$ cat src/rtl/core/lerc_bank.sv
// ----------------------------------------------------------------------------
// lerc_bank
// One 64-bit wide synchronous RAM bank, one write and one read port,
// registered read data.
// ----------------------------------------------------------------------------
module lerc_bank #(
  parameter int unsigned ROWS = 2,
  parameter int unsigned RW   = 1
) (
  input  logic          clk,
  input  logic          we,
  input  logic [RW-1:0] waddr,
  input  logic [63:0]   wdata,
  input  logic          re,
  input  logic [RW-1:0] raddr,
  output logic [63:0]   rdata
);

  logic [63:0] mem [ROWS];
  logic [63:0] rdata_r;

  always_ff @(posedge clk) begin
    if (we) begin
      mem[waddr] <= wdata;
    end
    if (re) begin
      rdata_r <= mem[raddr];
    end
  end

  assign rdata = rdata_r;

endmodule

$ cat config.mk
export PLATFORM = sky130hd
export DESIGN_NAME = lerc_bank
export DESIGN_NICKNAME = d
export VERILOG_FILES = /design/src/rtl/core/lerc_bank.sv
export SDC_FILE = /design/constraint.sdc
export NUM_CORES = 1
export LEC_CHECK = 0
export BUFFER_PORTS_ARGS = -buffer_cell sky130_fd_sc_hd__buf_2
export CORE_MARGIN = 10
export CORE_UTILIZATION = 40
export CTS_CLUSTER_SIZE = 40
export DETAILED_ROUTE_END_ITERATION = 8
export SYNTH_ARGS = -nofsm -noshare
export SYNTH_HDL_FRONTEND = slang
export SYNTH_SLANG_ARGS = --single-unit
$ cat constraint.sdc
create_clock -name clk -period 6.3 [get_ports clk]
set_clock_uncertainty 0.2 [all_clocks]
set_input_delay 1.575 -clock clk [delete_from_list [all_inputs] [get_ports clk]]
set_output_delay 1.575 -clock clk [all_outputs]
set_load 0.05 [all_outputs]
# Word level (Yosys, flattened, before mapping)
# Memory sizes are Yosys's and may differ from the RTL's. A register that Yosys moved wholly into a read port is not among the register bits.
# Index checks and enable logic that the tools add are counted.
[word_totals]
regBits = 0
mem_bits_rw = 128
in_bits = 69
output_inout_bits = 64
wordCells = 3
mem_count = 1
[op_classes]
mux = 2
[mem_list]
columns = ["name", "words", "word_bits", "read_ports", "rd_ports_with_merged_regs", "write_ports", "line", "source"]
rows = [
  ["mem", 2, 64, 1, 1, 1, "19", "logic [63:0] mem [ROWS];"],
]
[op_table]
columns = ["op", "count"]
rows = [
  ["$mux 1", 2],
]

# Depth between registers and ports, before layout
# Gate-level depths: netlist (run 1).
[depth]
depth_word = 2
ltp_mapped = 3
ltp_nobuf = 1

# Worst setup path before layout (run 1)
# No wires, ideal clock.
[synth_timing]
kind = "input to register"
startpoint = "input port waddr"
endpoint = "memory mem[0][0] (enable)"
setup_ns = 0.495
arrival_ns = 4.437
t_required_ns = 5.605
path_slack_ns = 1.168
path_stages = 1
n_path_buf = 0
path_cell_list = "nor2b_1"
[synth_lines]
columns = ["item", "line", "source"]
rows = [
  ["start, declared", "12", "input logic [RW-1:0] waddr,"],
  ["end, declared", "19", ""],
]
# Straight into the memory's write port.

# Worst setup path in the final report (run 1)
[layout_timing]
startpoint = "input port raddr"
endpoint = "register rdata_r[0], in the netlist rdata[0], read port of mem (data pin)"
[layout_lines]
columns = ["item", "line", "source"]
rows = [
  ["start, declared", "15", "input logic [RW-1:0] raddr,"],
  ["end, declared", "20", "logic [63:0] rdata_r;"],
]
# No word-level cell between the ends.

==> out/summary.md, run 1 <==
• complete, no violations — run status
• 4 — first-pass iteration count of the detailed router
• 133 — top-level port count
• 4 — number of H-tree branching levels
• done — clock tree from TritonCTS
• 3.16 ns — Worst Setup Slack, final
• 0 — count of nets left with antenna violations after detail routing
• 8280 µm² — cell area after layout
• 132 — IO Port Bufs
• 0 — Post-CTS Setup Repair Bufs
• 0 — maximum capacitance violations
• 0.951 ns — measured slew at the worst slew-check pin
• 0 — Warnings, synthesis
• 0.344 ns — worst hold slack across all endpoints
• 54.0% — ratio of cells with drive above 1 in the final layout
• flip-flop — endpoint class of the critical path
• 3.14 ns — clock period minus worst slack
• 25.9 µm² — average footprint of a synthesized cell
• 334 — Synth Net Count
• 6.27 ns — Worst Path Required
• 16700 µm² — standard cell core area
• flip-flop to flip-flop — Hold/Removal Path Class
• 22800 µm² — DIE AREA
• false — unrepaired setup endpoints after global routing
• 84.1% — proportion of netlist area held by the largest area contributor
• 35 — CP Max Fanout
• 7140 µm — half-perimeter wire length of the detailed placement result
• 0 — cts hold-fix bufs
• 0.318 GHz — peak clock frequency supported by timing
• 1 — antenna violations before repair
• 0 — cts repair resizes
• 10.1% — All-Layer GR Usage
• 41.0% — initial standard-cell utilization of the core
• sky130_fd_sc_hd__clkbuf_16 — clock root cell
• 0.07 ns — clk slew on worst S/H paths
• 0 — number of endpoints failing setup at the final stage
• 0 — Hold Vio Cnt, Final
• 0 — DRC violations left
• 0.41 ns — latest clock arrival within the worst-skew pair
• input port — startpoint type of the worst setup path
• 148 — DRC marker count from the first detailed-route iteration
• sky130_fd_sc_hd__edfxtp_1 — Synth area leader
• 17200 µm — global-route wire length before repair
• 17.6 µm — wire per inst
• 192 x sky130_fd_sc_hd__edfxtp_1, 130 x sky130_fd_sc_hd__buf_2, 60 x sky130_fd_sc_hd__mux2_4 — most frequent cells in the layout
• 184 µV — maximum vdd ir drop
• 20.8% — synthesis-to-finish area growth
• 151 µm — width of the die
• 192 — Sinks on Clock Net
• input port to flip-flop — critical setup path kind
• 36.6% — Max-Slew Margin vs Limit
• 1389 — filler cell count in the final layout
• 0.669 — RePlAce Congestion
• 47 — standard-cell rows
• 49.9% — final worst path period share
• sky130_fd_sc_hd__edfxtp_1 — most common library cell in the layout ignoring fill and taps
• 151 µm — die span in y
• 11400 µm — detailed-route wire length
• 84.1% — sequential fraction of the synthesis area
• 7 — number of distinct library cells after synthesis
• raddr — launching instance or port of the critical path
• 3139 — via count of the first global-routing pass
• 265 — post-synthesis instance total
• mem[0][27]$_DFFE_PP_ — reg-to-reg startpoint
• 0 — total congestion overflow
• 2917 — via count of the routed design
• 17 — total clock buffers created by CTS
• 192 — total of flip-flops plus latches after synthesis
• 7690 µm² — area of placed instances
• 0 — total count of max-transition violations in the final report
• 3.11 ns — CP arrival
• 0 ns — Setup Total Neg Slack
• mem[1][30]$_DFFE_PP_ — Worst Min Path Start
• 347 nW/µm² — power per cell area
• 3.17 nW — reported leakage power
• 4.52 — post-DR vias/cell
• 65 — largest net degree at the start of global routing
• sky130_fd_sc_hd__edfxtp_1 84%, sky130_fd_sc_hd__mux2_4 13%, sky130_fd_sc_hd__buf_12 1.8%, sky130_fd_sc_hd__mux2_2 0.66%, sky130_fd_sc_hd__buf_6 0.16% — cell types occupying the most area after synthesis
• 2.64 ns — Setup Slack @ Placement
• 480 — Final #Nets
• 2 — maximum clock path buffer count
• 6860 µm² — netlist area before placement
synth_stat cells (all sizes together):
master and instances:
edfxtp 192, mux2 64, buf 7, and2 1
nor2b 1
metrics by stage:
step,utilization (%),power [W],instances
floorplan,-,0.00175,265
global placement,46.0,0.00183,612
detailed placement,46.0,0.00183,612
CTS,49.6,0.00291,644
global route,49.6,0.00299,644
finish,49.6,0.00288,645
flip-flops by register name, summed over array words and instances (netlist names):
name   cells
mem      128
rdata     64
power by group:
part / total, W / switching, W / internal [W]
combinational: 0.000265 / 0.000176 / 0.0000897
sequential: 0.00153 / 0.0000224 / 0.00151
clock: 0.00108 / 0.000453 / 0.000625
total: 0.00288 / 0.000651 / 0.00222
routing by layer:
layer | global-route usage (%) | wire length [µm] | vias up
met5 | 0 | 0 | -
met4 | 4.04 | 170 | 0
met3 | 4.39 | 873 | 14
met2 | 16.0 | 5450 | 93
met1 | 12.0 | 4880 | 1448
li1 | - | - | 1362
final cells by class:
type / instances / area [µm²] / area share, %
sequential: 192 / 5770 / 69.6
multi-input combinational: 66 / 968 / 11.7
timing repair buffer: 134 / 681 / 8.22
clock buffer: 18 / 429 / 5.18
tap: 220 / 275 / 3.32
clock inverter: 14 / 160 / 1.93
antenna: 1 / 2.50 / 0.0302
cell families after synthesis:
kind of cell           share of synthesized area (%)
buffers and inverters                           1.92
flip-flops                                      84.1
multiplexers                                    13.8
AND/OR/NAND/NOR                                0.183
path summary, 6_finish.rpt:
kind                         endpoint  slack, ns  cells past startpoint
setup / recovery   rdata[0]$_DFFE_PP_       3.16                      3
hold / removal    rdata[30]$_DFFE_PP_       0.34                      1
setup reg to reg  rdata[27]$_DFFE_PP_       5.21                      1
hold reg to reg   rdata[30]$_DFFE_PP_       0.34                      1
critical path: stages:
cell and delay, ns:
sky130_fd_sc_hd__buf_4 0.50, sky130_fd_sc_hd__buf_4 0.62, sky130_fd_sc_hd__mux2_2 0.40
No activity file was read; power rests on OpenSTA's default activity.
==> run 2: changes to the inputs <==
--- a/config.mk
+++ b/config.mk
@@ -5,6 +5,7 @@
 export SDC_FILE = /design/constraint.sdc
 export NUM_CORES = 1
 export LEC_CHECK = 0
+export ABC_AREA = 1
 export BUFFER_PORTS_ARGS = -buffer_cell sky130_fd_sc_hd__buf_2
 export CORE_MARGIN = 10
 export CORE_UTILIZATION = 40
==> constraint.sdc (replaced) <==
create_clock -name clk -period 2.95 [get_ports clk]
set_clock_uncertainty 0.2 [all_clocks]
set_input_delay 0.7375 -clock clk [delete_from_list [all_inputs] [get_ports clk]]
set_output_delay 0.7375 -clock clk [all_outputs]
set_load 0.05 [all_outputs]
==> run 2 against run 1 <==
  * Non-clock buffer count grew 6
  * Via count grew 19%
  * Sequential share of layout area grew 1.1 points
  * Global-route usage up 1.6 points
  * Flip-flop and latch count unchanged
  * Clock power increased by 110%
  * Wire length is 10% higher
  * Die area shrank 2.9%
==> out/summary.md, run 2 <==
• 193 x sky130_fd_sc_hd__nand2_1, 192 x sky130_fd_sc_hd__edfxtp_1, 131 x sky130_fd_sc_hd__buf_2 — most frequent cells in the layout, was 192 x sky130_fd_sc_hd__edfxtp_1, 130 x sky130_fd_sc_hd__buf_2, 60 x sky130_fd_sc_hd__mux2_4
• 0.41 ns — maximum single-stage delay on the critical path, was 0.62 ns
• 128 — max reg flops, unchanged
• sky130_fd_sc_hd__edfxtp_1 — most instantiated flip-flop cell in the synthesis netlist, unchanged
• 192 — total of flip-flops plus latches after synthesis, unchanged
• 0.690 ns — measured slew at the worst slew-check pin, was 0.951 ns
• 4 — first-pass iteration count of the detailed router, unchanged
• 0.700 — RePlAce Congestion, was 0.669
• flip-flop to output port — critical setup path kind, was input port to flip-flop
• 0.296 ns — worst hold slack across all endpoints, was 0.344 ns
• rdata[40]$_DFFE_PP_ — launching instance or port of the critical path, was raddr
• 54.0% — Max-Slew Margin vs Limit, was 36.6%
• 192 — count of flip-flops with a built-in enable after synthesis, unchanged
• 87.0% — proportion of netlist area held by the largest area contributor, was 84.1%
• 0 — Hold Vio Cnt, Final, unchanged
• sky130_fd_sc_hd__nand2_1 — most common library cell in the layout ignoring fill and taps, was sky130_fd_sc_hd__edfxtp_1
• 16100 µm² — standard cell core area, was 16700 µm²
• 0.43 ns — latest clock arrival within the worst-skew pair, was 0.41 ns
• 12600 µm — detailed-route wire length, was 11400 µm
• 0.485 GHz — peak clock frequency supported by timing
• flip-flop — startpoint type of the worst setup path, was input port
• 3471 — via count of the routed design, was 2917
• 133 — top-level port count, unchanged
• 192 — Sinks on Clock Net, unchanged
• 1 — WP buf/inv, was 2
• 16.5 µm² — average footprint of a synthesized cell, was 25.9 µm²
• 0 — Post-CTS Setup Repair Bufs, unchanged
• mem — top register by number of flip-flops, unchanged
• 6630 µm² — netlist area before placement, was 6860 µm²
• 255 — DRC marker count from the first detailed-route iteration, was 148
• 0 — total congestion overflow, unchanged
• 2 — maximum clock path buffer count, unchanged
• 0 — count of nets left with antenna violations after detail routing, unchanged
• 0 — maximum capacitance violations, unchanged
• 2.06 ns — clock period minus worst slack
• 425 µV — maximum vdd ir drop, was 184 µV
• 8 — number of distinct library cells after synthesis, was 7
• sky130_fd_sc_hd__clkbuf_16 — clock root cell, unchanged
• 3592 — via count of the first global-routing pass, was 3139
• input port to flip-flop — Hold/Removal Path Class, was flip-flop to flip-flop
• 5770 µm² — Storage cell area, unchanged
• 2.01 ns — Worst Path Required, was 6.27 ns
• 65 — largest net degree at the start of global routing, unchanged
• 11.8% — All-Layer GR Usage, was 10.1%
• 4.47 — post-DR vias/cell, was 4.52
• 0 — Inserted Diodes, was 1
• 0.00608 W — Design Power, was 0.00288 W
• 1 — antenna violations before repair, unchanged
• 0 ns — Setup Total Neg Slack, unchanged
• 17 — total clock buffers created by CTS, unchanged
• 1364 — filler cell count in the final layout, was 1389
• buf_2 — critical path cell sequence, was buf_4 > buf_4 > mux2_2
• 0 — cts repair resizes, unchanged
• flip-flops — cell family with the largest share of critical-path delay, was buffers and inverters
• 22100 µm² — DIE AREA, was 22800 µm²
• 23.0% — synthesis-to-finish area growth, was 20.8%
• 0.07 ns — clk slew on worst S/H paths, about the same
• 46 — standard-cell rows, was 47
• sky130_fd_sc_hd__edfxtp_1 — Synth area leader, unchanged
• 0 — Warnings, synthesis, unchanged
• output port — endpoint class of the critical path, was flip-flop
• 19500 µm — global-route wire length before repair, was 17200 µm
• 3.29 nW — reported leakage power, was 3.17 nW
• 0 — number of endpoints failing setup at the final stage, unchanged
• 30.7% — ratio of cells with drive above 1 in the final layout, was 54.0%
• wdata[63] — Worst Min Path Start, was mem[1][30]$_DFFE_PP_
• 69.9% — final worst path period share
• mem[1][10]$_DFFE_PP_ — reg-to-reg startpoint, was mem[0][27]$_DFFE_PP_
• 132 — IO Port Bufs, unchanged
• sky130_fd_sc_hd__edfxtp_1 87%, sky130_fd_sc_hd__nand2_1 11%, sky130_fd_sc_hd__clkbuf_8 1.2%, sky130_fd_sc_hd__buf_2 0.45%, sky130_fd_sc_hd__buf_4 0.11% — cell types occupying the most area after synthesis, was sky130_fd_sc_hd__edfxtp_1 84%, sky130_fd_sc_hd__mux2_4 13%, sky130_fd_sc_hd__buf_12 1.8%, sky130_fd_sc_hd__mux2_2 0.66%, sky130_fd_sc_hd__buf_6 0.16%
• 736 µm² — combined area of the multi-input logic cells, was 968 µm²
• sky130_fd_sc_hd__nand2_1 — most common cell in the netlist, was sky130_fd_sc_hd__edfxtp_1
• 0% — proportion of register bits with asynchronous set or reset after synthesis, unchanged
• 4 — number of H-tree branching levels, unchanged
• 402 — post-synthesis instance total, was 265
• 0.888 ns — Worst Setup Slack, final, was 3.16 ns
• 149 µm — width of the die, was 151 µm
• 1 — CP Max Fanout, was 35
• false — unrepaired setup endpoints after global routing, unchanged
• sky130_fd_sc_hd__edfxtp_1 — worst-path cell with the longest stage delay, was sky130_fd_sc_hd__buf_4
• 193 x sky130_fd_sc_hd__nand2_1, 192 x sky130_fd_sc_hd__edfxtp_1, 6 x sky130_fd_sc_hd__buf_2, 6 x sky130_fd_sc_hd__clkbuf_8, 2 x sky130_fd_sc_hd__inv_1 — list of most frequent post-synthesis cells, was 192 x sky130_fd_sc_hd__edfxtp_1, 60 x sky130_fd_sc_hd__mux2_4, 6 x sky130_fd_sc_hd__buf_12
• 617 — Final #Nets, was 480
• 0 — DRC violations left, unchanged
• 16.2 µm — wire per inst, was 17.6 µm
• 1.12 ns — CP arrival, was 3.11 ns
• 746 nW/µm² — power per cell area, was 347 nW/µm²
• 471 — Synth Net Count, was 334
• 0.854 ns — Setup Slack @ Placement, was 2.64 ns
• complete, no violations — run status, unchanged
• done — clock tree from TritonCTS, unchanged
• 8170 µm — half-perimeter wire length of the detailed placement result, was 7140 µm
• 149 µm — die span in y, was 151 µm
• 0 — total count of max-transition violations in the final report, unchanged
• 41.3% — initial standard-cell utilization of the core, was 41.0%
• 0 — cts hold-fix bufs, unchanged
• 87.0% — sequential fraction of the synthesis area, was 84.1%
[run 2: cell types whose count changed after synthesis, sizes merged, moves of 3 or more]
| cell | previous run | this run |
|---|---|---|
| clkbuf | 0 | 6 |
| nand2 | 0 | 193 |
| inv | 0 | 3 |
| mux2 | 64 | 0 |
[run 2: report_power, final]
part           internal (W)  switching (W)  total [W]
combinational      0.000123       0.000404   0.000527
clock               0.00133       0.000952    0.00229
sequential          0.00322      0.0000453    0.00327
total               0.00468        0.00140    0.00608
[run 2: cell type report]
type	instances	share of cell area [%]
multi-input combinational	194	9.03
timing repair buffer	140	9.49
clock buffer	19	5.31
tap	216	3.32
inverter	3	0.138
clock inverter	13	2.00
sequential	192	70.7
[run 2: stage by stage]
stage / instances / area [µm²] / utilization [%]
detailed placement: 745 / 7560 / 47.1
floorplan: 402 / 6630 / -
global route: 777 / 8150 / 50.8
CTS: 777 / 8150 / 50.8
global placement: 745 / 7560 / 47.1
finish: 777 / 8150 / 50.8
[run 2: metal layers]
layer  share of wire, %  wire [µm]  up-vias  track usage, %
met1                 43       5370     1650            13.8
met4                1.7        218        2            5.50
li1                   -          -     1695               -
met3                8.0       1000       21            5.22
met5              0.056          7        -               0
met2                 47       5950      103            18.1
[run 2: final timing paths]
check | slack (ns) | depth (start not counted) | to
setup / recovery | 0.89 | 1 | rdata[40]
hold / removal | 0.30 | 1 | mem[1][63]$_DFFE_PP_
setup reg to reg | 1.99 | 2 | rdata[10]$_DFFE_PP_
hold reg to reg | 0.31 | 2 | rdata[55]$_DFFE_PP_
[run 2: kinds of logic (layout without fill, tap and decap cells)]
logic type / after synthesis / count (layout) / share of synthesized area, %
AND/OR/NAND/NOR: 194 / 194 / 11.0
flip-flops: 192 / 192 / 87.0
buffers and inverters: 16 / 175 / 1.98
